<file path="src/rtl/core/ips_pkg.sv">
// ---------------------------------------------------------------------------
// ips_pkg
// Types, codes and lamp patterns shared by the intersection phase sequencer.
// ---------------------------------------------------------------------------
`default_nettype none

package ips_pkg;

    // command codes of an input word
    localparam logic [1:0] CMD_TICK  = 2'd0;
    localparam logic [1:0] CMD_BTN_A = 2'd1;
    localparam logic [1:0] CMD_BTN_B = 2'd2;

    // configuration register indexes
    localparam logic [2:0] CFG_UNIT_TICKS     = 3'd0;
    localparam logic [2:0] CFG_TRAM_TIME      = 3'd1;
    localparam logic [2:0] CFG_BUS_TIME       = 3'd2;
    localparam logic [2:0] CFG_MAIN_GO_TIME   = 3'd3;
    localparam logic [2:0] CFG_MAIN_TURN_TIME = 3'd4;
    localparam logic [2:0] CFG_SIDE_TURN_TIME = 3'd5;
    localparam logic [2:0] CFG_WALK_TIME      = 3'd6;

    localparam int CFG_IDX_W  = 3;
    localparam int CFG_DATA_W = 12;

    // phase codes
    localparam logic [2:0] PH_NONE      = 3'd0;
    localparam logic [2:0] PH_TRAM      = 3'd1;
    localparam logic [2:0] PH_BUS       = 3'd2;
    localparam logic [2:0] PH_MAIN_GO   = 3'd3;
    localparam logic [2:0] PH_MAIN_TURN = 3'd4;
    localparam logic [2:0] PH_SIDE_TURN = 3'd5;
    localparam logic [2:0] PH_PED       = 3'd6;

    localparam int NUM_REQ = 6;

    localparam logic [20:0] ELAPSED_MAX = 21'h1FFFFF;

    // lamp patterns
    localparam logic [7:0] L_S_STOP       = 8'h32;
    localparam logic [7:0] L_N_STOP       = 8'h2A;
    localparam logic [7:0] L_SIDE_STOP    = 8'h80;
    localparam logic [7:0] L_S_LEAD       = 8'h52;
    localparam logic [7:0] L_N_LEAD       = 8'h4A;
    localparam logic [7:0] L_S_TRAM_GO    = 8'h31;
    localparam logic [7:0] L_N_TRAM_GO    = 8'h26;
    localparam logic [7:0] L_N_HOLD       = 8'h8A;
    localparam logic [7:0] L_N_BUS_GO     = 8'h9A;
    localparam logic [7:0] L_S_TURN_STOP  = 8'h92;
    localparam logic [7:0] L_S_TURN_AMBER = 8'h8A;
    localparam logic [7:0] L_S_TURN_GO    = 8'h86;
    localparam logic [7:0] L_SIDE_GO      = 8'h20;
    localparam logic [7:0] L_SIDE_AMBER   = 8'h40;
    localparam logic [7:0] L_N_PED_ON     = 8'h89;
    localparam logic [7:0] L_N_PED_OFF    = 8'h88;

    typedef struct packed {
        logic [1:0] cmd;
        logic [7:0] buttons;
    } ips_in_t;

    typedef struct packed {
        logic [7:0] lamps_south;
        logic [7:0] lamps_north;
        logic [7:0] lamps_side;
        logic [5:0] pending;
        logic [2:0] serving;
        logic       ticking;
    } ips_out_t;

    typedef struct packed {
        logic [11:0] unit_ticks;
        logic [7:0]  tram_time;
        logic [7:0]  bus_time;
        logic [7:0]  main_go_time;
        logic [7:0]  main_turn_time;
        logic [7:0]  side_turn_time;
        logic [7:0]  walk_time;
    } ips_cfg_t;

    typedef struct packed {
        logic [5:0]  mask;
        logic [2:0]  phase;
        logic [20:0] elapsed;
        logic        begun;
        logic [2:0]  amber;
        logic        green;
        logic        idle;
        logic        ticking;
        logic [7:0]  lamp0;
        logic [7:0]  lamp1;
        logic [7:0]  lamp2;
    } ips_state_t;

    localparam ips_state_t STATE_RESET = '{
        mask: 6'd0, phase: PH_NONE, elapsed: 21'd0, begun: 1'b0, amber: 3'd0,
        green: 1'b0, idle: 1'b0, ticking: 1'b1, lamp0: 8'd0, lamp1: 8'd0,
        lamp2: 8'd0
    };

    // request bit of a phase, none for no phase
    function automatic logic [5:0] phase_bit(input logic [2:0] phase);
        logic [5:0] bits;
        bits = 6'd0;
        if (phase != PH_NONE)
        begin
            bits = 6'd1 << (phase - 3'd1);
        end
        return bits;
    endfunction

endpackage

`default_nettype wire

</file>
<file path="src/rtl/core/ips_cfg_regs.sv">
// ---------------------------------------------------------------------------
// ips_cfg_regs
// Timing configuration registers with their reset values.
// ---------------------------------------------------------------------------
`default_nettype none

module ips_cfg_regs (
    input  wire logic                             clk,
    input  wire logic                             rst_n,
    input  wire logic                             cfg_we,
    input  wire logic [ips_pkg::CFG_IDX_W-1:0]    cfg_index,
    input  wire logic [ips_pkg::CFG_DATA_W-1:0]   cfg_wdata,
    output ips_pkg::ips_cfg_t                     cfg
);

    ips_pkg::ips_cfg_t cfg_reg;
    ips_pkg::ips_cfg_t cfg_next;

    always_comb
    begin
        cfg_next = cfg_reg;
        if (cfg_we)
        begin
            case (cfg_index)
                ips_pkg::CFG_UNIT_TICKS:     cfg_next.unit_ticks     = cfg_wdata;
                ips_pkg::CFG_TRAM_TIME:      cfg_next.tram_time      = cfg_wdata[7:0];
                ips_pkg::CFG_BUS_TIME:       cfg_next.bus_time       = cfg_wdata[7:0];
                ips_pkg::CFG_MAIN_GO_TIME:   cfg_next.main_go_time   = cfg_wdata[7:0];
                ips_pkg::CFG_MAIN_TURN_TIME: cfg_next.main_turn_time = cfg_wdata[7:0];
                ips_pkg::CFG_SIDE_TURN_TIME: cfg_next.side_turn_time = cfg_wdata[7:0];
                ips_pkg::CFG_WALK_TIME:      cfg_next.walk_time      = cfg_wdata[7:0];
                default: ;
            endcase
        end
    end

    always_ff @(posedge clk or negedge rst_n)
    begin
        if (!rst_n)
        begin
            cfg_reg.unit_ticks     <= 12'd300;
            cfg_reg.tram_time      <= 8'd10;
            cfg_reg.bus_time       <= 8'd4;
            cfg_reg.main_go_time   <= 8'd10;
            cfg_reg.main_turn_time <= 8'd5;
            cfg_reg.side_turn_time <= 8'd5;
            cfg_reg.walk_time      <= 8'd10;
        end
        else
        begin
            cfg_reg <= cfg_next;
        end
    end

    assign cfg = cfg_reg;

endmodule

`default_nettype wire

</file>
<file path="src/rtl/core/ips_step_logic.sv">
// ---------------------------------------------------------------------------
// ips_step_logic
// Next phase state for one input word: button latching and tick sequencing.
// ---------------------------------------------------------------------------
`default_nettype none

module ips_step_logic (
    input  wire ips_pkg::ips_cfg_t   cfg,
    input  wire ips_pkg::ips_in_t    word,
    input  wire ips_pkg::ips_state_t cur,
    output ips_pkg::ips_state_t      nxt
);

    logic [2:0]  phase_sel;
    logic [2:0]  lowest;
    logic [7:0]  green_len;
    logic [19:0] tu;
    logic [14:0] ku;
    logic [21:0] u22;
    logic [21:0] u6;
    logic [21:0] u8;
    logic [21:0] u12;
    logic [21:0] tu2;
    logic [21:0] th_end;
    logic [21:0] th_amb;
    logic [21:0] th_k;
    logic [21:0] ev2;
    logic [20:0] e1;
    logic [20:0] ev;
    logic        hit_end;
    logic        hit_amb;
    logic        hit_k;
    logic        hit_c;
    logic [5:0]  mask_fin;
    logic        lead_next;
    logic [7:0]  b;

    always_comb
    begin
        lowest = ips_pkg::PH_NONE;
        for (int n = ips_pkg::NUM_REQ - 1; n >= 0; n--)
        begin
            if (cur.mask[n])
            begin
                lowest = 3'(n + 1);
            end
        end
    end

    assign phase_sel = (cur.phase == ips_pkg::PH_NONE && cur.mask != 6'd0) ? lowest : cur.phase;

    always_comb
    begin
        case (phase_sel)
            ips_pkg::PH_TRAM:      green_len = cfg.tram_time;
            ips_pkg::PH_BUS:       green_len = cfg.bus_time;
            ips_pkg::PH_MAIN_GO:   green_len = cfg.main_go_time;
            ips_pkg::PH_MAIN_TURN: green_len = cfg.main_turn_time;
            ips_pkg::PH_SIDE_TURN: green_len = cfg.side_turn_time;
            ips_pkg::PH_PED:       green_len = cfg.walk_time;
            default:               green_len = 8'd0;
        endcase
    end

    // thresholds in half-tick units: compare 2*elapsed against units*unit_ticks
    assign tu  = 20'(green_len) * 20'(cfg.unit_ticks);
    assign ku  = 15'(cur.amber) * 15'(cfg.unit_ticks);
    assign u22 = 22'(cfg.unit_ticks);
    assign u6  = (u22 << 2) + (u22 << 1);
    assign u8  = u22 << 3;
    assign u12 = (u22 << 3) + (u22 << 2);
    assign tu2 = {1'b0, tu, 1'b0};

    always_comb
    begin
        case (phase_sel)
            ips_pkg::PH_MAIN_GO:   th_end = tu2 + u6;
            ips_pkg::PH_MAIN_TURN: th_end = tu2 + u12;
            ips_pkg::PH_SIDE_TURN: th_end = tu2 + u12;
            default:               th_end = tu2 + u8;
        endcase
    end

    assign th_amb = tu2 + u6;
    assign th_k   = tu2 + 22'(ku);

    assign e1  = (cur.begun && cur.elapsed != ips_pkg::ELAPSED_MAX) ?
                 cur.elapsed + 21'd1 : cur.elapsed;
    assign ev  = cur.begun ? e1 : 21'd0;
    assign ev2 = {ev, 1'b0};

    assign hit_end = ev2 >= th_end;
    assign hit_amb = ev2 >= th_amb;
    assign hit_k   = ev2 >= th_k;
    assign hit_c   = ev2 >= u6;

    assign mask_fin  = cur.mask & ~ips_pkg::phase_bit(phase_sel);
    assign lead_next = phase_sel == ips_pkg::PH_TRAM || phase_sel == ips_pkg::PH_BUS ||
                       phase_sel == ips_pkg::PH_MAIN_GO;
    assign b = word.buttons;

    always_comb
    begin
        nxt = cur;
        case (word.cmd)
            ips_pkg::CMD_BTN_A:
            begin
                nxt.ticking = 1'b1;
                if (!b[0] || !b[4]) nxt.mask[2] = 1'b1;
                if (!b[1])          nxt.mask[3] = 1'b1;
                if (!b[2] || !b[5]) nxt.mask[0] = 1'b1;
                if (!b[3])          nxt.mask[1] = 1'b1;
                if (!b[6])          nxt.mask[4] = 1'b1;
                if (!b[7])          nxt.mask[5] = 1'b1;
            end
            ips_pkg::CMD_BTN_B:
            begin
                nxt.ticking = 1'b1;
                if (!b[0] || !b[1]) nxt.mask[5] = 1'b1;
            end
            ips_pkg::CMD_TICK:
            begin
                if (cur.ticking)
                begin
                    nxt.elapsed = e1;
                    nxt.phase   = phase_sel;
                    if (cur.mask == 6'd0)
                    begin
                        if (!cur.idle)
                        begin
                            nxt.lamp0 = ips_pkg::L_S_STOP;
                            nxt.lamp1 = ips_pkg::L_N_STOP;
                            nxt.lamp2 = ips_pkg::L_SIDE_STOP;
                            nxt.idle  = 1'b1;
                        end
                        else
                        begin
                            nxt.ticking = 1'b0;
                        end
                    end
                    else if (cur.idle)
                    begin
                        // lead-in before the next phase
                        if (!cur.begun)
                        begin
                            if (!cur.mask[0] && !cur.mask[1] && !cur.mask[2] && cur.lamp0[5])
                                nxt.lamp0 = ips_pkg::L_S_LEAD;
                            if (!cur.mask[0] && !cur.mask[2] && cur.lamp1[5])
                                nxt.lamp1 = ips_pkg::L_N_LEAD;
                        end
                        nxt.begun   = !hit_c;
                        nxt.elapsed = hit_c ? 21'd0 : ev;
                        nxt.idle    = 1'b0;
                    end
                    else
                    begin
                        nxt.begun   = 1'b1;
                        nxt.elapsed = ev;
                        if (hit_end)
                        begin
                            nxt.mask    = mask_fin;
                            nxt.begun   = 1'b0;
                            nxt.elapsed = 21'd0;
                            nxt.amber   = 3'd0;
                            nxt.green   = 1'b0;
                            nxt.phase   = ips_pkg::PH_NONE;
                            nxt.idle    = lead_next && mask_fin != 6'd0;
                        end
                        case (phase_sel)
                            ips_pkg::PH_TRAM:
                            begin
                                if (hit_end)
                                begin
                                end
                                else if (hit_amb && cur.amber == 3'd0)
                                begin
                                    nxt.amber = 3'd1;
                                    nxt.lamp0 = ips_pkg::L_S_STOP;
                                    nxt.lamp1 = ips_pkg::L_N_STOP;
                                end
                                else if (hit_c && !cur.green)
                                begin
                                    nxt.green = 1'b1;
                                    nxt.lamp0 = ips_pkg::L_S_TRAM_GO;
                                    nxt.lamp1 = ips_pkg::L_N_TRAM_GO;
                                end
                            end
                            ips_pkg::PH_BUS:
                            begin
                                if (hit_end)
                                begin
                                end
                                else if (hit_amb && cur.amber == 3'd0)
                                begin
                                    nxt.amber = 3'd1;
                                    nxt.lamp1 = ips_pkg::L_N_HOLD;
                                end
                                else if (hit_c && !cur.green)
                                begin
                                    nxt.green = 1'b1;
                                    nxt.lamp1 = ips_pkg::L_N_BUS_GO;
                                    if (cur.mask[0] || cur.mask[2])
                                        nxt.lamp0 = ips_pkg::L_S_STOP;
                                end
                            end
                            ips_pkg::PH_MAIN_GO:
                            begin
                                if (!hit_end && hit_c)
                                begin
                                    nxt.lamp0 = ips_pkg::L_S_STOP;
                                    nxt.lamp1 = ips_pkg::L_N_STOP;
                                end
                            end
                            ips_pkg::PH_MAIN_TURN:
                            begin
                                if (hit_end)
                                begin
                                    nxt.lamp0 = ips_pkg::L_S_TURN_STOP;
                                end
                                else if (hit_amb && cur.amber == 3'd0)
                                begin
                                    nxt.amber = 3'd1;
                                    nxt.lamp0 = ips_pkg::L_S_TURN_AMBER;
                                end
                                else if (hit_c && !cur.green)
                                begin
                                    nxt.green = 1'b1;
                                    nxt.lamp0 = ips_pkg::L_S_TURN_GO;
                                    nxt.lamp1 = ips_pkg::L_N_HOLD;
                                end
                            end
                            ips_pkg::PH_SIDE_TURN:
                            begin
                                if (hit_end)
                                begin
                                    nxt.lamp2 = ips_pkg::L_SIDE_STOP;
                                end
                                else if (hit_amb && cur.amber == 3'd0)
                                begin
                                    nxt.amber = 3'd1;
                                    nxt.lamp2 = ips_pkg::L_SIDE_AMBER;
                                end
                                else if (hit_c && !cur.green)
                                begin
                                    nxt.green = 1'b1;
                                    nxt.lamp0 = ips_pkg::L_S_TURN_STOP;
                                    nxt.lamp1 = ips_pkg::L_N_HOLD;
                                    nxt.lamp2 = ips_pkg::L_SIDE_GO;
                                end
                            end
                            ips_pkg::PH_PED:
                            begin
                                if (hit_end)
                                begin
                                    nxt.lamp0 = ips_pkg::L_S_STOP;
                                    nxt.lamp1 = ips_pkg::L_N_HOLD;
                                end
                                else if (cur.amber <= 3'd5 && hit_k)
                                begin
                                    // flashing walk signal, one half unit a step
                                    nxt.lamp1 = cur.amber[0] ? ips_pkg::L_N_PED_ON :
                                                               ips_pkg::L_N_PED_OFF;
                                    nxt.amber = cur.amber + 3'd1;
                                end
                                else if (hit_c && !cur.green)
                                begin
                                    nxt.green = 1'b1;
                                    nxt.lamp0 = ips_pkg::L_S_TURN_STOP;
                                    nxt.lamp1 = ips_pkg::L_N_PED_ON;
                                end
                            end
                            default: ;
                        endcase
                    end
                end
            end
            default: ;
        endcase
    end

endmodule

`default_nettype wire

</file>
<file path="src/rtl/core/intersection_phase_sequencer.sv">
// ---------------------------------------------------------------------------
// intersection_phase_sequencer
// Path: an accepted input word is held in the input register, then the phase
// update is written into the output register, from which the result leaves.
// Throughput: one word per cycle while the result side does not stall; the
// figure is set by the combinational phase update (green time times unit_ticks,
// threshold compares). Reset: requests, phase and lamps cleared, ticking on,
// timing at defaults.
`default_nettype none

module intersection_phase_sequencer (
    input  wire logic                             clk,
    input  wire logic                             rst_n,
    input  wire logic                             item_valid,
    output logic                                  item_stall,
    input  wire ips_pkg::ips_in_t                 item_data,
    output logic                                  result_valid,
    input  wire logic                             result_stall,
    output ips_pkg::ips_out_t                     result_data,
    input  wire logic                             cfg_we,
    input  wire logic [ips_pkg::CFG_IDX_W-1:0]    cfg_index,
    input  wire logic [ips_pkg::CFG_DATA_W-1:0]   cfg_wdata
);

    ips_pkg::ips_cfg_t   cfg;
    ips_pkg::ips_state_t state_reg;
    ips_pkg::ips_state_t state_next;
    ips_pkg::ips_in_t    s1_data_reg;
    ips_pkg::ips_out_t   out_data_reg;
    ips_pkg::ips_out_t   out_data_next;
    logic                s1_valid_reg;
    logic                s1_valid_next;
    logic                out_valid_reg;
    logic                out_valid_next;
    logic                s1_go;
    logic                item_take;
    logic                step;

    ips_cfg_regs u_cfg (
        .clk       (clk),
        .rst_n     (rst_n),
        .cfg_we    (cfg_we),
        .cfg_index (cfg_index),
        .cfg_wdata (cfg_wdata),
        .cfg       (cfg)
    );

    ips_step_logic u_step (
        .cfg  (cfg),
        .word (s1_data_reg),
        .cur  (state_reg),
        .nxt  (state_next)
    );

    assign s1_go      = !out_valid_reg || !result_stall;
    assign item_stall = s1_valid_reg && !s1_go;
    assign item_take  = item_valid && !item_stall;
    assign step       = s1_valid_reg && s1_go;

    always_comb
    begin
        s1_valid_next = s1_valid_reg;
        if (item_take)
            s1_valid_next = 1'b1;
        else if (s1_go)
            s1_valid_next = 1'b0;

        out_valid_next = out_valid_reg;
        out_data_next  = out_data_reg;
        if (step)
        begin
            out_valid_next            = 1'b1;
            out_data_next.lamps_south = state_next.lamp0;
            out_data_next.lamps_north = state_next.lamp1;
            out_data_next.lamps_side  = state_next.lamp2;
            out_data_next.pending     = state_next.mask;
            out_data_next.serving     = state_next.phase;
            out_data_next.ticking     = state_next.ticking;
        end
        else if (!result_stall)
        begin
            out_valid_next = 1'b0;
        end
    end

    always_ff @(posedge clk or negedge rst_n)
    begin
        if (!rst_n)
        begin
            s1_valid_reg  <= 1'b0;
            out_valid_reg <= 1'b0;
            state_reg     <= ips_pkg::STATE_RESET;
        end
        else
        begin
            s1_valid_reg  <= s1_valid_next;
            out_valid_reg <= out_valid_next;
            if (step)
                state_reg <= state_next;
        end
    end

    always_ff @(posedge clk)
    begin
        if (item_take)
            s1_data_reg <= item_data;
        out_data_reg <= out_data_next;
    end

    assign result_valid = out_valid_reg;
    assign result_data  = out_data_reg;

    a_phase_requested: assert property (@(posedge clk) disable iff (!rst_n)
        (state_reg.phase != ips_pkg::PH_NONE) |->
        ((state_reg.mask & ips_pkg::phase_bit(state_reg.phase)) != 6'd0))
        else $error("served phase has no pending request");

    a_stopped_empty: assert property (@(posedge clk) disable iff (!rst_n)
        !state_reg.ticking |-> (state_reg.mask == 6'd0 && state_reg.phase == ips_pkg::PH_NONE))
        else $error("ticking stopped with requests pending");

    a_flash_bound: assert property (@(posedge clk) disable iff (!rst_n)
        state_reg.amber != 3'd7)
        else $error("flash step out of range");

    a_step_result: assert property (@(posedge clk) disable iff (!rst_n)
        step |=> result_valid)
        else $error("processed word produced no result");

endmodule

`default_nettype wire

</file>
<file path="config.mk">
export PLATFORM = sky130hd
export DESIGN_NAME = intersection_phase_sequencer
export DESIGN_NICKNAME = d
export VERILOG_FILES = /design/src/rtl/core/ips_pkg.sv /design/src/rtl/core/ips_cfg_regs.sv /design/src/rtl/core/ips_step_logic.sv /design/src/rtl/core/intersection_phase_sequencer.sv
export SDC_FILE = /design/constraint.sdc
export NUM_CORES = 1
export LEC_CHECK = 0
export ABC_AREA = 0
export CAP_MARGIN = 0
export CORE_MARGIN = 3
export CORE_UTILIZATION = 60
export DETAILED_ROUTE_END_ITERATION = 16
export DONT_BUFFER_PORTS = 1
export PLACE_DENSITY = 0.76
export SLEW_MARGIN = 20
export SYNTH_ARGS = -nofsm -noshare
export SYNTH_HDL_FRONTEND = slang
export SYNTH_HIERARCHICAL = 1
export SYNTH_SLANG_ARGS = --single-unit
</file>
<file path="constraint.sdc">
create_clock -name clk -period 16.9 [get_ports clk]
set_clock_uncertainty 0.15 [all_clocks]
set_input_delay 2.535 -clock clk [delete_from_list [all_inputs] [get_ports clk]]
set_output_delay 2.535 -clock clk [all_outputs]
set_load 0.005 [all_outputs]
</file>
; After elaboration in Yosys (flattened, before gate mapping)
; Index checks and enable logic that the tools add are counted.
[word_totals]
regBits = 167
inputBits = 30
output_inout_bits = 36
[classes]
addsub = 9
multipliers = 2
order_cmp = 5
n_eq_ne = 16
shifts = 1
n_mux = 80
bitwise_logic = 4
reduce_logical = 59
[op_table]
columns = cell, count
row1 = two-way mux 16 bit, 13
row2 = two-way mux 8 bit, 15
row3 = two-way mux 24 bit, 4
row4 = case mux 16 bit (6 select lines), 1
row5 = greater-or-equal comparator 22 bit, 4
row6 = two-way mux 21 bit, 3
row7 = two-way mux 61 bit, 1
row8 = case mux 8 bit (6 select lines), 1
row9 = adder 21 x 15 -> 22 bit, 2
row10 = adder 21 x 22 -> 22 bit, 2
row11 = case mux 22 bit (2 select lines), 1
row12 = two-way mux 36 bit, 1
row13 = two-way mux 35 bit, 1
row14 = two-way mux 30 bit, 1
row15 = two-way mux 3 bit, 9
row16 = two-way mux 22 bit, 1
row17 = adder 21 x 1 -> 21 bit (second input constant), 1
row18 = inequality test 21 bit (second input constant), 1
row19 = multiplier 8 x 12 -> 20 bit, 1
row20 = two-way mux 1 bit, 19
row21 = == test 3 bit (second input constant), 6
row22 = adder 15 x 14 -> 16 bit, 1
row23 = adder 14 x 13 -> 15 bit, 1
row24 = logical AND 1 bit, 15
row25 = 34 further kinds, 71

; Logic depth before layout (Yosys ltp)
; Gate-level depths: netlist (run 1).
[logic_depth]
ltp_word = 23
mapped_depth = 52

; Cells and area by module
; Netlist (run 1), hierarchy kept.
[modules_own_cells]
columns = module, n_inst, cells_each, area_per_inst_um2, seq_area_each_um2
row1 = ips_step_logic, 1, 1791, 12652.1, 0.0
row2 = intersection_phase_sequencer, 1, 180, 3693.5, 2899.0
row3 = ips_cfg_regs, 1, 132, 2352.3, 1520.2

; Worst setup path after synthesis (run 1)
; No wires, ideal clock.
[synth_timing]
path_kind = flip-flop to flip-flop
startpoint = register state_reg[55] (netlist bit)
endpoint = register state_reg[18] (netlist bit)
arrival_time_ns = 10.791
required_time_ns = 16.625
slack_ns = 5.834
path_stages_with_launch = 47
period_less_slack_ns = 11.066
cell_sequence = dfrtp_1 -> buf_2 -> nor3_1 -> o31a_1 -> or2_2 -> clkbuf_1 -> clkbuf_1 -> clkbuf_1 -> a221oi_1 -> o21ai_0 -> clkbuf_1 -> nand2_1 -> fa_1 -> fa_1 -> inv_1 -> fa_1 -> inv_1 -> fa_1 -> [11 not listed] -> a21oi_1 -> nor2b_1 -> o31ai_1 -> o32ai_1 -> ha_1 -> a21o_1 -> a211o_1 -> a211o_1 -> a211oi_1 -> or2_2 -> clkbuf_1 -> o2111ai_4 -> buf_6 -> a21oi_1 -> o211ai_2 -> a2111oi_0 -> nor2_1 -> mux2_2
[synth_rtl]
columns = element, line_no
row1 = from (decl), intersection_phase_sequencer.sv:26  ; ips_pkg::ips_state_t state_reg;
row2 = from (signal assigned), intersection_phase_sequencer.sv:92  ; state_reg <= ips_pkg::STATE_RESET;
row3 = from (signal assigned), intersection_phase_sequencer.sv:99  ; state_reg <= state_next;

==> results of run 1 <==
-- cell usage after synthesis, types with 44 or more instances --
| master | count |
|---|---|
| sky130_fd_sc_hd__mux2_2 | 118 |
| sky130_fd_sc_hd__edfxtp_1 | 44 |
| sky130_fd_sc_hd__ha_1 | 192 |
| sky130_fd_sc_hd__nor3_1 | 45 |
| sky130_fd_sc_hd__o21ai_0 | 102 |
| sky130_fd_sc_hd__clkbuf_1 | 68 |
| sky130_fd_sc_hd__inv_1 | 187 |
| sky130_fd_sc_hd__nor2_1 | 123 |
| sky130_fd_sc_hd__fa_1 | 98 |
| sky130_fd_sc_hd__xnor2_1 | 62 |
| sky130_fd_sc_hd__a21oi_1 | 149 |
| sky130_fd_sc_hd__dfrtp_1 | 107 |
| sky130_fd_sc_hd__and2_1 | 75 |
| sky130_fd_sc_hd__nand2_1 | 208 |
-- worst max-delay path: cells and delay by family (launching register included) --
kind	cells	cell delay [ns]
compound gates	18	4.90
fa+ha+maj	8	3.40
simple gates	9	2.50
buf+inv	7	1.11
flops	1	0.43
mux	2	0.35
xor+xnor	1	0.21
-- worst max path at each step --
stage	start	end	slack, ns	cells past startpoint
finish	state_reg[59]$_DFFE_PN0P_	state_reg[23]$_DFFE_PN0P_	3.71	45
CTS	state_reg[59]$_DFFE_PN0P_	state_reg[23]$_DFFE_PN0P_	3.97	42
detailed placement	state_reg[59]$_DFFE_PN0P_	state_reg[23]$_DFFE_PN0P_	4.05	42
floorplan	state_reg[55]$_DFFE_PN0P_	state_reg[18]$_DFFE_PN0P_	5.83	46
global route	state_reg[59]$_DFFE_PN0P_	state_reg[38]$_DFFE_PN0P_	2.84	42
global placement	state_reg[59]$_DFFE_PN0P_	state_reg[23]$_DFFE_PN0P_	4.39	43
-- kinds of logic after synthesis --
| kind of cell | share of synthesized area |
|---|---|
| AOI/OAI and AO/OA | 0.183 |
| xor gates and xnor gates | 0.0450 |
| and+or+nand+nor | 0.165 |
| muxes | 0.0767 |
| buffers and inverters | 0.0602 |
| adders and majority gates | 0.234 |
| DFF | 0.236 |
-- metal layers --
metal  up-vias  track usage  share of wire
met3       127       0.0417          0.058
met4         0        0.117          0.035
met5         -            0              0
met2       632        0.504           0.48
met1      7762        0.408           0.43
li1       7395            -              -
-- cell type report --
cell class                      instances  area (µm²)  share of cell area
Inverter                              187         702              0.0359
Sequential cell                       167        4420               0.226
Multi-Input combinational cell       1659       13200               0.673
Clock inverter                         13         144             0.00736
Tap cell                              396         495              0.0253
Clock buffer                           18         429              0.0219
Timing Repair Buffer                   26         195             0.00998
-- metrics by stage --
step                utilization  instances  hold WS (ns)  setup WS (ns)  cell area, µm²
floorplan                     -       2103         0.302           5.83           18700
global route              0.638       2466         0.367           2.84           19600
detailed placement        0.619       2435         0.337           4.05           19000
global placement          0.619       2435         0.319           4.39           19000
finish                    0.638       2466         0.351           3.71           19600
CTS                       0.637       2466         0.353           3.97           19500
-- cell usage in the layout, fill, tap and decap left out, types with 12 or more instances in the layout --
master | netlist | final
sky130_fd_sc_hd__fa_1 | 98 | 98
sky130_fd_sc_hd__nand3_1 | 38 | 38
sky130_fd_sc_hd__mux2_2 | 118 | 118
sky130_fd_sc_hd__nor2_1 | 123 | 123
sky130_fd_sc_hd__nand4_1 | 22 | 22
sky130_fd_sc_hd__nand2_1 | 208 | 208
sky130_fd_sc_hd__a211oi_1 | 22 | 22
sky130_fd_sc_hd__and3_1 | 17 | 17
sky130_fd_sc_hd__a31oi_1 | 21 | 20
sky130_fd_sc_hd__o21ai_0 | 102 | 102
sky130_fd_sc_hd__xor2_1 | 34 | 34
sky130_fd_sc_hd__nor3_1 | 45 | 45
sky130_fd_sc_hd__and2_1 | 75 | 75
sky130_fd_sc_hd__a21oi_1 | 149 | 147
sky130_fd_sc_hd__ha_1 | 192 | 192
sky130_fd_sc_hd__dfstp_2 | 16 | 16
sky130_fd_sc_hd__o21bai_1 | 12 | 12
sky130_fd_sc_hd__dfrtp_1 | 107 | 107
sky130_fd_sc_hd__a21o_1 | 41 | 41
sky130_fd_sc_hd__o31ai_1 | 19 | 19
sky130_fd_sc_hd__inv_1 | 187 | 187
sky130_fd_sc_hd__or3_1 | 13 | 13
sky130_fd_sc_hd__xnor2_1 | 62 | 62
sky130_fd_sc_hd__edfxtp_1 | 44 | 44
sky130_fd_sc_hd__o21a_1 | 20 | 20
sky130_fd_sc_hd__nor2b_1 | 17 | 17
sky130_fd_sc_hd__buf_4 | 2 | 26
sky130_fd_sc_hd__nand2b_1 | 21 | 21
sky130_fd_sc_hd__o22ai_1 | 16 | 16
sky130_fd_sc_hd__clkbuf_16 | 0 | 17
==> run_results.csv, run 1 <==
group,metric,value,unit
run_status,run_status,"finished clean",
route,detailroute.via_count,15916,
placed_design,globalplace.congestion,0.978,
timing,totalNegativeSetupSlack,0,ns
timing,hold_viol_final,0,
clock_tree,cts_htree_levels,4,
grt,grt_use_total,0.305,
route,antenna_violating_nets_post_route,0,
die,fp-row-count,64,
setup_path,critical_path_class,"reg2reg",
grt,grt_first_pass_wirelength,82200,µm
timing,layout_min_cycle_time,13.19,ns
worst_hold_path,type_of_the_worst_min_delay_path,"reg2reg",
timing,max_clock_freq,75.8,MHz
placed_design,io_buffers,0,
timing,worst_slew_pin_slew,1.13,ns
die,area_of_the_core,30700,µm²
die,die_height,183,µm
route,drt-wirelength-per-cell,20.8,µm
yosys,postSynthRegisterBits,167,
grt,grt-ovfl-total,0,
setup_path,setup.reg_to_reg.worst_slack,3.71,ns
die,die_area,33300,µm²
setup_path,cpPeakStageDelay,0.81,ns
route,first_iter_violations,1521,
clock_tree,post_cts_buffers,0,
timing,final-max-slew-violation-count,0,
timing,report.final.setup_viol,0,
timing,final_min_period_over_clock_period,0.781,
yosys,synth_edf_count,44,
flow_run,timing.max_cap.violations,0,
clock_tree,cts_root_buf,"sky130_fd_sc_hd__clkbuf_16",
setup_path,worst_setup_path_end_kind,"register",
layout,area_growth_from_synthesis_to_layout,4.57,%
setup_path,reg2reg_to,"state_reg[23]$_DFFE_PN0P_",
clock_tree,clk_path_buf_depth,2,
clock_tree,clock_latency,0.44,ns
die,starting_utilization_of_the_core_area,0.610,
clock_tree,cts_inserted_buffers,17,
grt,grt_pass1_vias,15462,
clock_tree,cts_hold_repair.buffers,0,
die,die_extent_in_x,183,µm
clock_tree,cts.repair.resized,0,
layout,num-nets-final,2378,
route,drc,0,
yosys,netlist.top_cell.by_area,"sky130_fd_sc_hd__dfrtp_1",
yosys,synthesis.yosys.warnings,6,
yosys,synth-seq-area-share,0.236,
yosys,synth.top_cell.area_share,0.143,
yosys,synth_flop_cell,"sky130_fd_sc_hd__dfrtp_1",
route,vias_per_cell,6.45,
timing,rsz0062_at_grt,"no",
route,post_route_wl,51200,µm
yosys,synth.area.top_cells,"sky130_fd_sc_hd__dfrtp_1 14%, sky130_fd_sc_hd__ha_1 13%, sky130_fd_sc_hd__fa_1 10%",
grt,pin_count_of_the_biggest_net_entering_global_routing,124,
yosys,synthCells,2103,
worst_hold_path,hold_path_depth,1,
die,ioPinCount,66,
layout,final_layout_size_suffix_gt1_frac,0.111,
setup_path,critical_path_arrival,13.36,ns
route,detail_route.first_pass.iterations,6,
setup_path,cpMostUsedCell,"sky130_fd_sc_hd__inv_1",
setup_path,data_required_critical_path,17.07,ns
layout,nFillCells,2553,
grt,grt_antenna_before_repair,0,
worst_hold_path,hold_path.startpoint,"state_reg[3]$_DFFE_PN0P_",
worst_hold_path,whs_endpoint,"state_reg[3]$_DFFE_PN0P_",
placed_design,detailed_place_hpwl,38900,µm
yosys,synth.avg_cell_area,8.89,µm²
clock_tree,clock-sinks,167,
setup_path,worstReg2RegStart,"state_reg[59]$_DFFE_PN0P_",
yosys,async_flop_share,0.737,
setup_path,worst_path_max_delay_cell,"sky130_fd_sc_hd__a21oi_1",
clock_tree,clk_transition_reported_paths,0.07,ns
layout,largest_register_ffs,61,
setup_path,crit_path_max_fanout,30,
timing,slew_headroom,0.244,
setup_path,worst_setup_path_start_kind,"register",
yosys,synth.lib_cells_used.distinct,91,
setup_path,rr_worst_depth,45,
yosys,syn-num-nets,2423,
layout,insertedDiodeCount,0,
clock_tree,tritoncts,"built",
yosys,mappedNetlistArea,18700,µm²
Power of run 1 is left out: the tool's default activity adds up to more than one toggle a clock period on the data nets, which glitch-free logic cannot reach.
==> inputs of run 2 (changes only) <==
==> constraint.sdc (replaced) <==
create_clock -name clk -period 12.3 [get_ports clk]
set_clock_uncertainty 0.15 [all_clocks]
set_input_delay 1.845 -clock clk [delete_from_list [all_inputs] [get_ports clk]]
set_output_delay 1.845 -clock clk [all_outputs]
set_load 0.005 [all_outputs]
==> run_results.csv, run 2 (synthesized netlist as in run 1, its figures left out) <==
group,metric,value,unit
timing,layout_min_cycle_time,11.79,ns
route,vias_per_cell,6.48,
route,detailroute.via_count,16107,
clock_tree,cts_root_buf,"sky130_fd_sc_hd__clkbuf_16",
route,detail_route.first_pass.iterations,6,
grt,grt_use_total,0.307,
timing,final-max-slew-violation-count,0,
clock_tree,cts_inserted_buffers,17,
placed_design,io_buffers,0,
die,ioPinCount,66,
setup_path,worstReg2RegStart,"state_reg[55]$_DFFE_PN0P_",
route,drc,0,
die,die_extent_in_x,183,µm
route,antenna_violating_nets_post_route,0,
setup_path,worst_setup_path_start_kind,"register",
layout,insertedDiodeCount,0,
placed_design,detailed_place_hpwl,39200,µm
setup_path,worst_setup_path_end_kind,"register",
route,post_route_wl,51500,µm
grt,grt-ovfl-total,0,
die,fp-row-count,64,
placed_design,globalplace.congestion,0.987,
setup_path,cp_num_buf_inv,8,
timing,report.final.setup_viol,0,
die,area_of_the_core,30700,µm²
timing,hold_viol_final,0,
setup_path,cpPeakStageDelay,0.55,ns
grt,pin_count_of_the_biggest_net_entering_global_routing,124,
timing,worst_slew_pin_slew,1.00,ns
placed_design,placement.setup.worst_slack,0.0940,ns
layout,nFillCells,2550,
timing,final_min_period_over_clock_period,0.958,
die,starting_utilization_of_the_core_area,0.610,
layout,most_common_cell_after_layout_fill_and_taps_aside,"sky130_fd_sc_hd__nand2_1",
grt,grt_antenna_before_repair,0,
setup_path,worst_path_max_delay_cell,"sky130_fd_sc_hd__fa_1",
clock_tree,clock-sinks,167,
layout,layout_common_cells,"205 x sky130_fd_sc_hd__nand2_1, 192 x sky130_fd_sc_hd__ha_1, 187 x sky130_fd_sc_hd__inv_1",
grt,grt_pass1_vias,15956,
layout,area_growth_from_synthesis_to_layout,5.64,%
setup_path,critical_path_arrival,11.95,ns
clock_tree,clock_latency,0.44,ns
route,drt-wirelength-per-cell,20.7,µm
worst_hold_path,type_of_the_worst_min_delay_path,"reg2reg",
timing,slew_headroom,0.326,
setup_path,critical_path_class,"reg2reg",
clock_tree,cts_hold_repair.buffers,0,
setup_path,data_required_critical_path,12.47,ns
clock_tree,clk_path_buf_depth,2,
die,die_height,183,µm
timing,totalNegativeSetupSlack,0,ns
layout,num-nets-final,2396,
die,die_area,33300,µm²
flow_run,timing.max_cap.violations,0,
timing,max_clock_freq,84.8,MHz
worst_hold_path,hold_path.startpoint,"state_reg[15]$_DFFE_PN0P_",
clock_tree,tritoncts,"built",
setup_path,crit_path_max_fanout,13,
run_status,run_status,"finished clean",
setup_path,timing.critical_path.max_delay_family,"compound AO/OA/AOI/OAI gates",
clock_tree,cts_htree_levels,4,
layout,largest_register_ffs,61,
layout,layout.cells.non_filler,2485,
grt,grt_first_pass_wirelength,82500,µm
timing,setup_ws,0.514,ns
route,first_iter_violations,1433,
layout,final_layout_size_suffix_gt1_frac,0.124,
setup_path,setup.worst_path.start,"state_reg[55]$_DFFE_PN0P_",
placed_design,dp.cells,2447,
clock_tree,clk_transition_reported_paths,0.07,ns
run 2: cell types whose count changed in the layout (fill, tap and decap cells not counted), sizes merged:
| cell | delta |
|---|---|
| buf | +18 |
| inv | +3 |
| bufinv | -2 |
| clkbuf | +2 |
| clkinv | -2 |
run 2: what timing repair did:
item                       CTS  global route
resized for setup            0            15
setup buffers                0             5
setup endpoints to repair    0            65
run 2: final timing paths:
kind | end | slack (ns) | cells after the start
max in group asynchronous | u_cfg/cfg[34]$_DFFE_PN1P_ | 10.78 | 0
worst max-delay path | state_reg[23]$_DFFE_PN0P_ | 0.51 | 45
worst min-delay path | state_reg[15]$_DFFE_PN0P_ | 0.35 | 1
min in group asynchronous | state_reg[4]$_DFFE_PN0P_ | 0.95 | 0
worst max register to register | state_reg[23]$_DFFE_PN0P_ | 0.51 | 45
worst min register to register | state_reg[15]$_DFFE_PN0P_ | 0.35 | 1
run 2: worst reg2reg max path, delay by kind of cell (launching register included):
family                     cells  cell delay [ns]
AOI/OAI and AO/OA             19             4.23
adders and majority gates      8             3.40
and+or+nand+nor                7             1.49
buffers and inverters          8             0.97
muxes                          2             0.64
DFF                            1             0.50
xor gates and xnor gates       1             0.31
run 2: area by class of cell:
class                   count  area, µm²  share of cell area
multi-input cells        1659      13200               0.669
well taps                 396        495              0.0251
flip-flops and latches    167       4420               0.224
inverters                 187        702              0.0355
clock buffers              20        459              0.0232
repair buffers             44        350              0.0177
clock inverters            12        103             0.00519
run 2: routing by layer:
metal	global-route usage	up-vias	wire, µm
met5	0	-	0
met4	0.134	0	2290
met3	0.0415	152	2660
met2	0.521	628	24800
met1	0.392	7885	21800
li1	-	7442	-
run 2: through the flow:
| stage | instance area [µm²] | utilization | hold WS (ns) |
|---|---|---|---|
| 2_1_floorplan | 18700 | - | 0.302 |
| 3_3_place_gp | 19100 | 0.622 | 0.320 |
| 3_5_place_dp | 19100 | 0.622 | 0.336 |
| 4_1_cts | 19600 | 0.640 | 0.351 |
| 5_1_grt | 19800 | 0.644 | 0.361 |
| 6_report | 19800 | 0.644 | 0.348 |
Power of run 2 is left out for the same reason.
